## src/rtl/srf_pkg.sv

```systemverilog
// ----------------------------------------------------------------------------
// srf_pkg: shared types and constants of the sliding rank filter
// Window size, pixel and job formats, and front-end state codes.
// ----------------------------------------------------------------------------
package srf_pkg;

  localparam int WIN     = 7;                 // pixels per window
  localparam int PEND    = WIN - 1;           // pending pixels held by the front end
  localparam int PIX_W   = 8;
  localparam int RSEL_W  = 3;                 // width of the rank register
  localparam int CNT_W   = $clog2(WIN);       // holds 0 .. PEND
  localparam int RANK_W  = $clog2(WIN);       // sorted position 0 .. WIN-1
  localparam int QDEPTH  = 2;                 // job queue entries
  localparam int QAW     = $clog2(QDEPTH);

  localparam logic [RSEL_W-1:0] RANK_RESET = RSEL_W'(3);

  typedef logic [PIX_W-1:0]  pix_t;
  typedef logic [RANK_W-1:0] rank_t;

  typedef struct packed {
    logic [PIX_W-1:0] pixel_in;
    logic             frame_end;
  } in_t;

  typedef struct packed {
    logic [PIX_W-1:0] pixel_out;
    logic             last_out;
  } out_t;

  // One complete window ready for ranking.
  typedef struct packed {
    pix_t [WIN-1:0] win;
    logic           last;
  } job_t;

  // Handshake between queue and its neighbors.
  typedef struct packed {
    logic full;
    logic empty;
  } q_stat_t;

  typedef enum logic {
    FR_FILL,
    FR_FLUSH
  } front_state_t;

endpackage

```

## src/rtl/srf_front.sv

```systemverilog
// ----------------------------------------------------------------------------
// srf_front: pixel intake and window builder
// Holds pending pixels, issues one window per full step and walks the
// padded flush at frame end.
// ----------------------------------------------------------------------------
module srf_front (
  input  logic           clk,
  input  logic           rst,
  input  logic           in_valid,
  output logic           in_ready,
  input  srf_pkg::in_t   in_data,
  input  srf_pkg::q_stat_t q_stat,
  output logic           push,
  output srf_pkg::job_t  push_job
);
  import srf_pkg::*;

  front_state_t      state, state_next;
  pix_t [PEND-1:0]   win, win_next;
  logic [CNT_W-1:0]  count, count_next;
  pix_t              last_pix, last_pix_next;
  logic              accept;

  always_ff @(posedge clk) begin
    if (rst) begin
      state <= FR_FILL;
      count <= '0;
    end else begin
      state <= state_next;
      count <= count_next;
    end
    win      <= win_next;
    last_pix <= last_pix_next;
  end

  always_comb begin
    state_next    = state;
    win_next      = win;
    count_next    = count;
    last_pix_next = last_pix;
    push          = 1'b0;
    push_job      = '0;
    in_ready      = 1'b0;
    accept        = 1'b0;
    unique case (state)
      FR_FILL: begin
        in_ready = !q_stat.full;
        accept   = in_valid && in_ready;
        if (accept) begin
          if (count == CNT_W'(PEND)) begin
            // full window: issue it and advance by one
            push = 1'b1;
            for (int i = 0; i < PEND; i++) push_job.win[i] = win[i];
            push_job.win[PEND] = in_data.pixel_in;
            push_job.last      = 1'b0;
            for (int i = 0; i < PEND - 1; i++) win_next[i] = win[i + 1];
            win_next[PEND-1] = in_data.pixel_in;
          end else begin
            for (int i = 0; i < PEND; i++) begin
              if (CNT_W'(i) == count) win_next[i] = in_data.pixel_in;
            end
            count_next = count + CNT_W'(1);
          end
          if (in_data.frame_end) begin
            last_pix_next = in_data.pixel_in;
            state_next    = FR_FLUSH;
          end
        end
      end
      FR_FLUSH: begin
        if (!q_stat.full) begin
          // pad the oldest pending pixel's window with the last pixel
          push = 1'b1;
          for (int i = 0; i < PEND; i++) begin
            push_job.win[i] = (CNT_W'(i) < count) ? win[i] : last_pix;
          end
          push_job.win[PEND] = last_pix;
          push_job.last      = (count == CNT_W'(1));
          for (int i = 0; i < PEND - 1; i++) win_next[i] = win[i + 1];
          count_next = count - CNT_W'(1);
          if (count == CNT_W'(1)) state_next = FR_FILL;
        end
      end
      default: state_next = FR_FILL;
    endcase
  end

endmodule

```

## src/rtl/srf_queue.sv

```systemverilog
// ----------------------------------------------------------------------------
// srf_queue: short job queue
// Decouples the window builder from the ranking pipeline.
// ----------------------------------------------------------------------------
module srf_queue (
  input  logic             clk,
  input  logic             rst,
  input  logic             push,
  input  srf_pkg::job_t    push_job,
  input  logic             pop,
  output srf_pkg::job_t    head,
  output srf_pkg::q_stat_t q_stat
);
  import srf_pkg::*;

  job_t [QDEPTH-1:0] mem;
  logic [QAW-1:0]    wr_ptr, rd_ptr;
  logic [QAW:0]      fill;

  always_ff @(posedge clk) begin
    if (rst) begin
      wr_ptr <= '0;
      rd_ptr <= '0;
      fill   <= '0;
    end else begin
      if (push) wr_ptr <= wr_ptr + QAW'(1);
      if (pop)  rd_ptr <= rd_ptr + QAW'(1);
      unique case ({push, pop})
        2'b10:   fill <= fill + (QAW+1)'(1);
        2'b01:   fill <= fill - (QAW+1)'(1);
        default: fill <= fill;
      endcase
    end
    if (push) mem[wr_ptr] <= push_job;
  end

  assign head         = mem[rd_ptr];
  assign q_stat.full  = (fill == (QAW+1)'(QDEPTH));
  assign q_stat.empty = (fill == '0);

endmodule

```

## src/rtl/srf_back.sv

```systemverilog
// ----------------------------------------------------------------------------
// srf_back: rank selection pipeline
// Stage one ranks every window entry by compare-and-count; stage two picks
// the entry at the requested rank into the output register.
// ----------------------------------------------------------------------------
module srf_back (
  input  logic                        clk,
  input  logic                        rst,
  input  srf_pkg::q_stat_t            q_stat,
  input  srf_pkg::job_t               head,
  output logic                        pop,
  input  logic [srf_pkg::RSEL_W-1:0]  rank_select,
  output logic                        out_valid,
  input  logic                        out_ready,
  output srf_pkg::out_t               out_data
);
  import srf_pkg::*;

  logic             s1_valid;
  pix_t  [WIN-1:0]  s1_win;
  rank_t [WIN-1:0]  s1_rank;
  logic             s1_last;
  rank_t [WIN-1:0]  rank_calc;
  rank_t            rsel;
  pix_t             pick;
  logic             out_free, s1_adv;

  assign out_free = !out_valid || out_ready;
  assign s1_adv   = !s1_valid || out_free;
  assign pop      = !q_stat.empty && s1_adv;

  // Stable rank: count entries smaller, ties broken by position.
  always_comb begin
    for (int i = 0; i < WIN; i++) begin
      rank_calc[i] = '0;
      for (int j = 0; j < WIN; j++) begin
        if (j != i) begin
          if ((head.win[j] < head.win[i]) || ((head.win[j] == head.win[i]) && (j < i)))
            rank_calc[i] = rank_calc[i] + RANK_W'(1);
        end
      end
    end
  end

  always_comb begin
    if (int'(rank_select) > PEND) rsel = RANK_W'(PEND);
    else                          rsel = RANK_W'(rank_select);
    pick = '0;
    for (int i = 0; i < WIN; i++) begin
      if (s1_rank[i] == rsel) pick = s1_win[i];
    end
  end

  always_ff @(posedge clk) begin
    if (rst) begin
      s1_valid  <= 1'b0;
      out_valid <= 1'b0;
    end else begin
      if (s1_adv)   s1_valid  <= !q_stat.empty;
      if (out_free) out_valid <= s1_valid;
    end
    if (pop) begin
      s1_win  <= head.win;
      s1_rank <= rank_calc;
      s1_last <= head.last;
    end
    if (out_free && s1_valid) begin
      out_data.pixel_out <= pick;
      out_data.last_out  <= s1_last;
    end
  end

endmodule

```

## src/rtl/sliding_rank_filter_7.sv

```systemverilog
// ----------------------------------------------------------------------------
// sliding_rank_filter_7: seven-tap running rank (median) filter
// Replaces each pixel by the selected rank of itself and the next six pixels.
// ----------------------------------------------------------------------------
// Usage: pixels stream in at one per cycle while in_ready is high. The
// result for a pixel leaves once the six pixels after it have arrived, so
// the first six pixels of a frame produce nothing. A pixel marked frame_end
// triggers a flush: in_ready stays low while the front end issues one window
// per still-pending pixel (up to six), each padded by repeating the frame's
// last pixel; last_out marks the final result. Results pass a two-register
// ranking pipeline (rank by compare-and-count, then select), with a two-entry
// window queue in front of it, so a stalled output only back-pressures the
// input once the queue fills. rank_select (reset 3, the median) picks the
// sorted position; values above 6 select the maximum. The config channel is
// always ready; write it only while the filter is idle.
// ----------------------------------------------------------------------------
module sliding_rank_filter_7 (
  input  logic                        clk,
  input  logic                        rst,
  input  logic                        in_valid,
  output logic                        in_ready,
  input  srf_pkg::in_t                in_data,
  output logic                        out_valid,
  input  logic                        out_ready,
  output srf_pkg::out_t               out_data,
  input  logic                        cfg_valid,
  output logic                        cfg_ready,
  input  logic [srf_pkg::RSEL_W-1:0]  cfg_data
);
  import srf_pkg::*;

  logic [RSEL_W-1:0] rank_select;
  q_stat_t           q_stat;
  logic              push, pop;
  job_t              push_job, head;

  // Rank register: take every config request.
  assign cfg_ready = 1'b1;

  always_ff @(posedge clk) begin
    if (rst) begin
      rank_select <= RANK_RESET;
    end else if (cfg_valid && cfg_ready) begin
      rank_select <= cfg_data;
    end
  end

  // Front end: accept pixels, build windows, drive the frame-end flush.
  srf_front u_front (
    .clk      (clk),
    .rst      (rst),
    .in_valid (in_valid),
    .in_ready (in_ready),
    .in_data  (in_data),
    .q_stat   (q_stat),
    .push     (push),
    .push_job (push_job)
  );

  // Window queue: hold issued windows until the ranking pipe takes them.
  srf_queue u_queue (
    .clk      (clk),
    .rst      (rst),
    .push     (push),
    .push_job (push_job),
    .pop      (pop),
    .head     (head),
    .q_stat   (q_stat)
  );

  // Back end: rank and select, registered output.
  srf_back u_back (
    .clk         (clk),
    .rst         (rst),
    .q_stat      (q_stat),
    .head        (head),
    .pop         (pop),
    .rank_select (rank_select),
    .out_valid   (out_valid),
    .out_ready   (out_ready),
    .out_data    (out_data)
  );

  // A frame end always leaves at least one window to flush.
  a_flush_holds_input: assert property (@(posedge clk) disable iff (rst)
    (in_valid && in_ready && in_data.frame_end) |=> !in_ready)
    else $error("input accepted right after frame end");

  // Never write a full queue.
  a_no_overflow: assert property (@(posedge clk) disable iff (rst)
    push |-> !q_stat.full)
    else $error("push into full queue");

  // Never pop an empty queue.
  a_no_underflow: assert property (@(posedge clk) disable iff (rst)
    pop |-> !q_stat.empty)
    else $error("pop from empty queue");

endmodule

```

## config.mk

```make
export PLATFORM = sky130hd
export DESIGN_NAME = sliding_rank_filter_7
export DESIGN_NICKNAME = d
export VERILOG_FILES = /design/src/rtl/srf_pkg.sv /design/src/rtl/srf_front.sv /design/src/rtl/srf_queue.sv /design/src/rtl/srf_back.sv /design/src/rtl/sliding_rank_filter_7.sv
export SDC_FILE = /design/constraint.sdc
export NUM_CORES = 1
export LEC_CHECK = 0
export BUFFER_PORTS_ARGS = -buffer_cell sky130_fd_sc_hd__buf_2
export CORE_UTILIZATION = 30
export DETAILED_ROUTE_END_ITERATION = 6
export GPL_ROUTABILITY_DRIVEN = 0
export GPL_TIMING_DRIVEN = 0
export HOLD_SLACK_MARGIN = 0.12
export SLEW_MARGIN = 20
export SYNTH_ARGS = -nofsm -noshare
export SYNTH_HDL_FRONTEND = slang
export SYNTH_HIERARCHICAL = 1
export SYNTH_SLANG_ARGS = --single-unit
```

## constraint.sdc

```tcl
create_clock -name clk -period 5.6 [get_ports clk]
set_clock_uncertainty 0.1 [all_clocks]
set_input_delay 0.56 -clock clk [delete_from_list [all_inputs] [get_ports clk]]
set_output_delay 0.56 -clock clk [all_outputs]
set_load 0.05 [all_outputs]
```

==> results.md, run 1 <==
- Power after layout: 0.0125 W
- Ratio of cells with drive above 1 in the final layout: 0.151
- Vias in the first global route: 12000
- Hold path cells: 1
- Wire length of the first global-routing pass: 68600 µm
- Portion of synthesized cell area occupied by the leading cell type: 0.455
- Cell Chain, Critical Path: buf_2 > mux2_2 > inv_1 > ha_1 > nor2b_1 > o21a_1 > o21ai_0 > a21oi_1 > o22a_1 > inv_2 > ha_1 > a211oi_1 > o21ai_0 > o311ai_0 > xor2_1 > mux2i_1 > ha_1 > nand2_1 > o31a_1 > o31ai_1 > ha_1 > inv_1 > a221o_1 > a21oi_1
- Global-route usage over all layers: 0.157
- Count of unique library cells instantiated by Yosys: 86
- Average via count per standard cell: 5.16
- Number of enable-type register cells in the synthesized netlist: 257
- Number of storage elements in the synthesis netlist: 270
- Main combinational cell family by area after synthesis: adder cells
- Crit-path slowest cell: sky130_fd_sc_hd__mux2_2
- Post-Synthesis Cells: 1468
- Cell family with most CP delay: compound AO/OA/AOI/OAI gates
- Maximum fanout along the worst path: 10
- Initial antenna violation count: 0
- Fill cell count: 5498
- Final Slew Violations: 0
- Category of the critical setup timing path: reg -> reg
- Die Span X: 240 µm
- Largest net degree at the start of global routing: 49
- Starting DRT DRC Count: 989
- Run status: finished clean
- Actual slew at the worst max-slew pin: 0.999 ns
- Residual antenna-violating net count after detailed routing: 0
- Worst path bufs/invs: 4
- Max H-tree Level: 1
- Static power due to leakage: 7.51 nW
- Delay contributed by the slowest stage of the critical path: 0.41 ns
- Syn Std Cell Area: 0.0170 mm²
- Max cap viols: 0
- Cell depth of the worst flop-to-flop path: 24
- Number of clock buffers inserted by TritonCTS: 27
- Avg Inst Size Synth: 11.6 µm²
- Most common cell type on the critical path: sky130_fd_sc_hd__ha_1
- Number of buffers between clock root and the deepest sink: 3
- Main flop type after synthesis: sky130_fd_sc_hd__edfxtp_1
- Cell Pwr Density: 650 mW/mm²
- Clock Tree Root: sky130_fd_sc_hd__clkbuf_16
- Number of clock sinks: 270
- Simple-Gate Fraction of Synth Area: 0.110
- Buffers on Ports: 27
- Final setup violation count: 0
- Synthesis-to-layout area growth: 13.4%
- Warning count from the yosys run: 6
- Highest attainable clock frequency: 0.188 GHz
- CP startpoint kind: register
- Final Hold Fails: 0
- Slew Limit Headroom: 0.332
- Share of synthesized cell area in full adder, half adder and majority cells: 0.156
- Dpl hpwl: 34600 µm
- Clock tree from TritonCTS: built
- IO Count: 29
- FFs w/ async S/R, synth: 0
- Dominant cells by area after synthesis: sky130_fd_sc_hd__edfxtp_1, sky130_fd_sc_hd__ha_1, sky130_fd_sc_hd__mux2_2
- Capture point of the critical path: u_back/s1_rank[19]$_DFFE_PP_
- Sequential share of the synthesized area: 0.470
- Register-to-register setup slack: 0.28 ns
- Launch instance of the worst register-to-register path: u_queue/rd_ptr$_SDFFE_PP0P_
- Initial Utilization: 0.306
- Critical path data required time: 5.91 ns
- Synth Area in Compound Gates: 0.143
- Site Rows: 86
- Iteration count of the initial detailed-routing pass: 5
- Net count of the finished layout: 1766
- Per-cell routed wire length: 19.6 µm
- Setup total negative slack: 0 ns
- Final Cycle Share: 0.950
- Post-layout utilization of the core: 0.347
- Clock slew seen by the registers of the worst setup and hold paths: 0.07 ns
- Stages on the worst setup path: 24
- Total congestion overflow: 0
- Core area: 0.0555 mm²
- Syn_nets: 1697
- Final hold slack: 0.136 ns
- Arrival time of data at the critical path endpoint: 5.63 ns
- Largest area contributor in the netlist: sky130_fd_sc_hd__edfxtp_1
- Routed wire length: 45200 µm
- Critical path capture point type: register
- Die Span Y: 240 µm
- Overall die area: 0.0575 mm²
- Multiplexer area fraction after synthesis: 0.0435
- Path class of the lowest-slack min-delay path: in -> reg
- Peak ir drop on the vdd network: 0.275 mV
- Minimum clock period: 5.32 ns
- Insertion delay to the later sink of the worst-skew pair: 0.57 ns
- Beginning of the critical path: u_queue/rd_ptr$_SDFFE_PP0P_
- Reg-to-reg critical path endpoint: u_back/s1_rank[19]$_DFFE_PP_
- Antenna Diode Count: 0
- DRC violation count after routing: 0
- Area share of xor/xnor cells in the synthesized design: 0.0420
- Total via count after detailed routing: 11900
## per-layer routing
metal	vias to the layer above	GRT usage	routed length (µm)
met5	-	0	0
met2	344	0.265	21300
li1	5652	-	-
met1	5821	0.204	20000
met3	89	0.0247	2420
met4	0	0.0535	1500
## stage by stage
step	std cells	setup WS, ns	area (µm²)
floorplan	1468	0.762	17000
global placement	2243	-0.419	18000
detailed placement	2249	0.135	18200
CTS	2305	0.115	19200
global route	2306	-0.0256	19200
finish	2306	0.279	19200
## synth_stat cells (14+ instances only)
master                     instances
sky130_fd_sc_hd__a211oi_1         16
sky130_fd_sc_hd__a21oi_1          83
sky130_fd_sc_hd__a22o_1           33
sky130_fd_sc_hd__buf_2            17
sky130_fd_sc_hd__edfxtp_1        257
sky130_fd_sc_hd__ha_1            212
sky130_fd_sc_hd__inv_1            95
sky130_fd_sc_hd__mux2_2           62
sky130_fd_sc_hd__nand2_1         184
sky130_fd_sc_hd__nand2b_1         14
sky130_fd_sc_hd__nand3_1          17
sky130_fd_sc_hd__nand4_1          30
sky130_fd_sc_hd__nor2_1           46
sky130_fd_sc_hd__nor2b_1          29
sky130_fd_sc_hd__o21a_1           26
sky130_fd_sc_hd__o21ai_0          38
sky130_fd_sc_hd__o21ai_1          15
sky130_fd_sc_hd__o22ai_1          22
sky130_fd_sc_hd__xnor2_1          27
sky130_fd_sc_hd__xor2_1           20
## final cells by class
cell class,count,area [µm²],share of cell area
Buffer,36,225,0.0117
Inverter,96,367,0.0191
Timing Repair Buffer,40,353,0.0183
Sequential cell,270,7980,0.415
Clock inverter,18,241,0.0126
Clock buffer,32,694,0.0361
Multi-Input combinational cell,1066,8450,0.439
Tap cell,748,936,0.0486
## sequential cells by signal, indices dropped and copies added, names as in the netlist, 2 cells and up
signal,flops
rank_select,3
u_back/out_data,9
u_back/s1_rank,21
u_back/s1_win,56
u_front/count,3
u_front/last_pix,8
u_front/win,48
u_queue/fill,2
u_queue/mem,114
## how the worst min path moves through the flow
stage,from,end,slack (ns)
global placement,u_back/s1_last$_DFFE_PP_,u_back/out_data[0]$_DFFE_PP_,0.31
floorplan,u_back/s1_last$_DFFE_PP_,u_back/out_data[0]$_DFFE_PP_,0.30
detailed placement,u_back/s1_last$_DFFE_PP_,u_back/out_data[0]$_DFFE_PP_,0.30
global route,in_data[1],u_front/last_pix[0]$_DFFE_PP_,0.13
CTS,in_data[1],u_front/last_pix[0]$_DFFE_PP_,0.12
finish,in_data[1],u_front/win[40]$_DFFE_PP_,0.14
## layout by cell type, fill, tap and decap left out, types with 25 or more instances in the layout
cell type	count
sky130_fd_sc_hd__edfxtp_1	257
sky130_fd_sc_hd__ha_1	212
sky130_fd_sc_hd__nand2_1	184
sky130_fd_sc_hd__inv_1	93
sky130_fd_sc_hd__a21oi_1	82
sky130_fd_sc_hd__mux2_2	60
sky130_fd_sc_hd__nor2_1	45
sky130_fd_sc_hd__buf_2	44
sky130_fd_sc_hd__o21ai_0	36
sky130_fd_sc_hd__a22o_1	33
sky130_fd_sc_hd__nand4_1	30
sky130_fd_sc_hd__nor2b_1	29
sky130_fd_sc_hd__clkbuf_16	27
sky130_fd_sc_hd__xnor2_1	27
sky130_fd_sc_hd__o21a_1	25
## where the power goes
group | internal [W] | total (W) | leakage, nW | switching, W
Sequential | 0.00314 | 0.00334 | 2.52 | 0.000200
Clock | 0.00113 | 0.00192 | 0.445 | 0.000793
Combinational | 0.00308 | 0.00725 | 4.54 | 0.00417
Total | 0.00735 | 0.0125 | 7.51 | 0.00516
## logic make-up (layout without fill, tap and decap cells)
| kind of cell | after synthesis | in the layout |
|---|---|---|
| simple gates | 383 | 383 |
| buf+inv | 132 | 222 |
| compound gates | 342 | 342 |
| xor+xnor | 62 | 62 |
| other cells | 1 | 1 |
| fa+ha+maj | 212 | 212 |
| flops | 270 | 270 |
| mux | 66 | 66 |
## what timing repair did
action / in CTS / in global routing
setup buffers: 0 / 1
gates resized for setup: 0 / 9
hold buffers: 6 / 0
endpoints found under the setup margin: 0 / 9
hold endpoints to repair: 10 / 0
Note: power is estimated with default switching activity, not from simulation.
==> inputs of run 2 (changes only) <==
--- a/config.mk
+++ b/config.mk
@@ -10,9 +10,7 @@
 export DETAILED_ROUTE_END_ITERATION = 6
 export GPL_ROUTABILITY_DRIVEN = 0
 export GPL_TIMING_DRIVEN = 0
-export HOLD_SLACK_MARGIN = 0.12
 export SLEW_MARGIN = 20
 export SYNTH_ARGS = -nofsm -noshare
 export SYNTH_HDL_FRONTEND = slang
-export SYNTH_HIERARCHICAL = 1
 export SYNTH_SLANG_ARGS = --single-unit
==> run 2 against run 1 <==
The flow now finishes with violations (design-rule violations). Clock-buffer cell count grew 7. First-iteration DRC count grew 2.5%. Register-to-register slack lost 0.05 ns. Core utilization grew 0.30 points. Die area shrank 4.6%. Hold slack lost 0.027 ns. Global-route usage grew 0.77 points. Cell count shrank 4.5%. Highest routed layer unchanged.
==> results.md, run 2 <==
- Run status: finished with violations
- Failing checks: design-rule violations
- Beginning of the critical path: u_queue.rd_ptr$_SDFFE_PP0P_
- Max H-tree Level: 1 (unchanged)
- Post-layout utilization of the core: 0.350 (+0.00300)
- Total congestion overflow: 0 (unchanged)
- Number of clock buffers inserted by TritonCTS: 28 (+3.7%)
- Top library cells by usage in the layout, fill and taps aside: sky130_fd_sc_hd__edfxtp_1, sky130_fd_sc_hd__ha_1, sky130_fd_sc_hd__nand2_1
- Die Span Y: 234 µm (-2.3%)
- Most common cell type on the critical path: sky130_fd_sc_hd__ha_1
- Initial Utilization: 0.305 (about the same)
- Highest attainable clock frequency: 0.186 GHz (-0.87%)
- Final setup violation count: 0 (unchanged)
- Largest register FFs: 114 (unchanged)
- Top register by number of flip-flops: u_queue.mem
- Final hold slack: 0.110 ns (-0.0266 ns)
- Met3 usage in global routing: 0.0225 (-0.00217)
- Main flop type after synthesis: sky130_fd_sc_hd__edfxtp_1
- Routed wire length: 44900 µm (-0.67%)
- Number of enable-type register cells in the synthesized netlist: 257 (unchanged)
- Overall die area: 0.0549 mm² (-4.6%)
- Critical path data required time: 5.81 ns (-0.10 ns)
- Number of storage elements in the synthesis netlist: 270 (unchanged)
- Iteration count of the initial detailed-routing pass: 7 (+2)
- Number of buffers between clock root and the deepest sink: 3 (unchanged)
- Ratio of cells with drive above 1 in the final layout: 0.106 (-0.0459)
- Dominant cells by area after synthesis: sky130_fd_sc_hd__edfxtp_1, sky130_fd_sc_hd__ha_1, sky130_fd_sc_hd__nand2_1
- Number of clock sinks: 270 (unchanged)
- Actual slew at the worst max-slew pin: 1.10 ns (+0.105 ns)
- Gates resized, CTS repair: 25 (+25)
- CP startpoint kind: register
- Clock tree from TritonCTS: built
- Site Rows: 84 (-2.3%)
- Syn Std Cell Area: 0.0162 mm² (-4.6%)
- Cell depth of the worst flop-to-flop path: 20 (-17%)
- Register-to-register setup slack: 0.23 ns (-0.05 ns)
- Final Slew Violations: 0 (unchanged)
- Setup repair after global routing missed its margin: true
- Slew Limit Headroom: 0.264 (-0.0687)
- Hold_buf cts: 0 (-6)
- Capture point of the critical path: u_back.s1_rank[4]$_DFFE_PP_
- Starting DRT DRC Count: 1014 (+2.5%)
- Buffers on Ports: 27 (unchanged)
- Syn_nets: 1649 (-2.8%)
- Largest registers: u_queue.mem x114, u_back.s1_win x56, u_front.win x48
- Fill cell count: 5217 (-5.1%)
- Insertion delay to the later sink of the worst-skew pair: 0.58 ns (about the same)
- DRC violation count after routing: 1 (+1)
- Minimum clock period: 5.37 ns (+0.0465 ns)
- Most instantiated library cell after synthesis: sky130_fd_sc_hd__edfxtp_1
- Most common cell after layout, fill and taps aside: sky130_fd_sc_hd__edfxtp_1
- Combined area of the multi-input logic cells: 0.00800 mm² (-5.3%)
- Portion of synthesized cell area occupied by the leading cell type: 0.477 (+0.0222)
- Per-cell routed wire length: 20.4 µm (+4.0%)
- Arrival time of data at the critical path endpoint: 5.58 ns (-0.05 ns)
- Global-route usage over all layers: 0.165 (+0.00766)
- Count of unique library cells instantiated by Yosys: 63 (-27%)
- Final Hold Fails: 0 (unchanged)
- Antenna Diode Count: 0 (unchanged)
- Clock slew seen by the registers of the worst setup and hold paths: 0.07 ns (about the same)
- Met2 track demand over resource: 0.265 (about the same)
- Crit-path slowest cell: sky130_fd_sc_hd__ha_1
- Cell Chain, Critical Path: clkbuf_1 > buf_6 > buf_6 > mux2i_2 > inv_2 > ha_1 > a21o_1 > a21oi_1 > nor2b_1 > o22ai_1 > and2_1 > inv_1 > ha_1 > xnor2_2 > ha_1 > mux2_2 > ha_1 > mux2_2 > ha_1 > mux2_2
- Max cap viols: 0 (unchanged)
- Clock Tree Root: sky130_fd_sc_hd__clkbuf_16
- Avg Inst Size Synth: 11.3 µm² (-2.0%)
- FFs w/ async S/R, synth: 0 (unchanged)
- Core area: 0.0530 mm² (-4.6%)
- Setup repair bufs after CTS: 0 (unchanged)
- Wire length of the first global-routing pass: 67800 µm (-1.1%)
- Largest area contributor in the netlist: sky130_fd_sc_hd__edfxtp_1
- Setup total negative slack: 0 ns (unchanged)
- Warning count from the yosys run: 0 (-6)
- Top post-synthesis cells by count: sky130_fd_sc_hd__edfxtp_1, sky130_fd_sc_hd__ha_1, sky130_fd_sc_hd__nand2_1
- Residual antenna-violating net count after detailed routing: 0 (unchanged)
- Path class of the lowest-slack min-delay path: in -> reg
- Category of the critical setup timing path: reg -> reg
- Sequential share of the synthesized area: 0.493 (+0.0229)
- Die Span X: 234 µm (-2.3%)
- IO Count: 29 (unchanged)
- Global-route met1 utilization: 0.230 (+0.0266)
- Delay contributed by the slowest stage of the critical path: 0.36 ns (-0.05 ns)
- Sequential cell area in the final layout: 0.00798 mm² (unchanged)
- Total via count after detailed routing: 11800 (-0.78%)
- Average via count per standard cell: 5.36 (+3.9%)
- Vias in the first global route: 11300 (-5.4%)
- Net count of the finished layout: 1713 (-3.0%)
- Reg-to-reg critical path endpoint: u_back.s1_rank[4]$_DFFE_PP_
- Critical path capture point type: register
- Launch instance of the worst register-to-register path: u_queue.rd_ptr$_SDFFE_PP0P_
- Maximum fanout along the worst path: 10 (unchanged)
- Final Cycle Share: 0.958 (+0.00831)
- GR peak layer: met2
- Critical hold path startpoint: in_data[3]
- Initial antenna violation count: 0 (unchanged)
- Largest net degree at the start of global routing: 35 (-29%)
- Synthesis-to-layout area growth: 14.4%
- Post-Synthesis Cells: 1429 (-2.7%)
- Dpl hpwl: 34400 µm (-0.52%)
[run 2: cell count changes after synthesis, sizes merged, moves of 15 or more]
cell | previous run | this run
a21oi | 89 | 104
buf | 31 | 10
mux2i | 4 | 58
mux2 | 62 | 16
o21a | 27 | 8
clkbuf | 5 | 25
nand2 | 187 | 160
[run 2: stage by stage]
stage	setup slack (ns)	std cells	cell area, µm²
after floorplan	0.291	1429	16200
after global placement	-0.737	2144	17200
after detailed placement	-0.852	2151	17400
after CTS	0.0102	2203	18300
after global routing	-0.0276	2203	18500
final	0.233	2203	18500
[run 2: cell type report]
cell class | instances | share of cell area
Buffer | 35 | 0.00939
Tap cell | 688 | 0.0465
Multi-Input combinational cell | 1035 | 0.432
Clock inverter | 13 | 0.00520
Sequential cell | 270 | 0.431
Timing Repair Buffer | 34 | 0.0173
Clock buffer | 39 | 0.0406
Inverter | 89 | 0.0180
[run 2: kinds of logic (layout without fill, tap and decap cells)]
family,count (synthesis),count (layout),synth area share
buffers and inverters,124,210,0.0295
DFF,270,270,0.493
xor gates and xnor gates,66,66,0.0357
other,1,1,0.000232
muxes,74,74,0.0475
adders and majority gates,203,203,0.157
AOI/OAI and AO/OA,325,325,0.130
and+or+nand+nor,366,366,0.107
[run 2: how the worst min path moves through the flow]
| stage | to | slack [ns] | depth (start not counted) |
|---|---|---|---|
| after floorplan | u_back.out_data[0]$_DFFE_PP_ | 0.30 | 0 |
| after global placement | u_back.out_data[0]$_DFFE_PP_ | 0.35 | 0 |
| after detailed placement | u_back.out_data[0]$_DFFE_PP_ | 0.33 | 0 |
| after CTS | u_front.win[42]$_DFFE_PP_ | 0.08 | 1 |
| after global routing | u_front.win[42]$_DFFE_PP_ | 0.10 | 1 |
| final | u_front.win[42]$_DFFE_PP_ | 0.11 | 1 |
[run 2: worst max-delay path, delay by kind of cell (launching register included)]
family | cells | cell delay [ns]
xor+xnor | 1 | 0.29
simple gates | 2 | 0.28
flops | 1 | 0.31
buf+inv | 5 | 0.86
fa+ha+maj | 5 | 1.55
mux | 4 | 1.14
compound gates | 3 | 0.56
[run 2: routing by layer]
layer	routed length, µm	vias to the layer above
met5	0	-
met2	20500	447
met3	2950	77
met4	1060	0
met1	20400	5754
li1	-	5535
Power of run 2 is not shown: default switching activity piles up to over one toggle a cycle in this logic, so the estimate is an artifact.
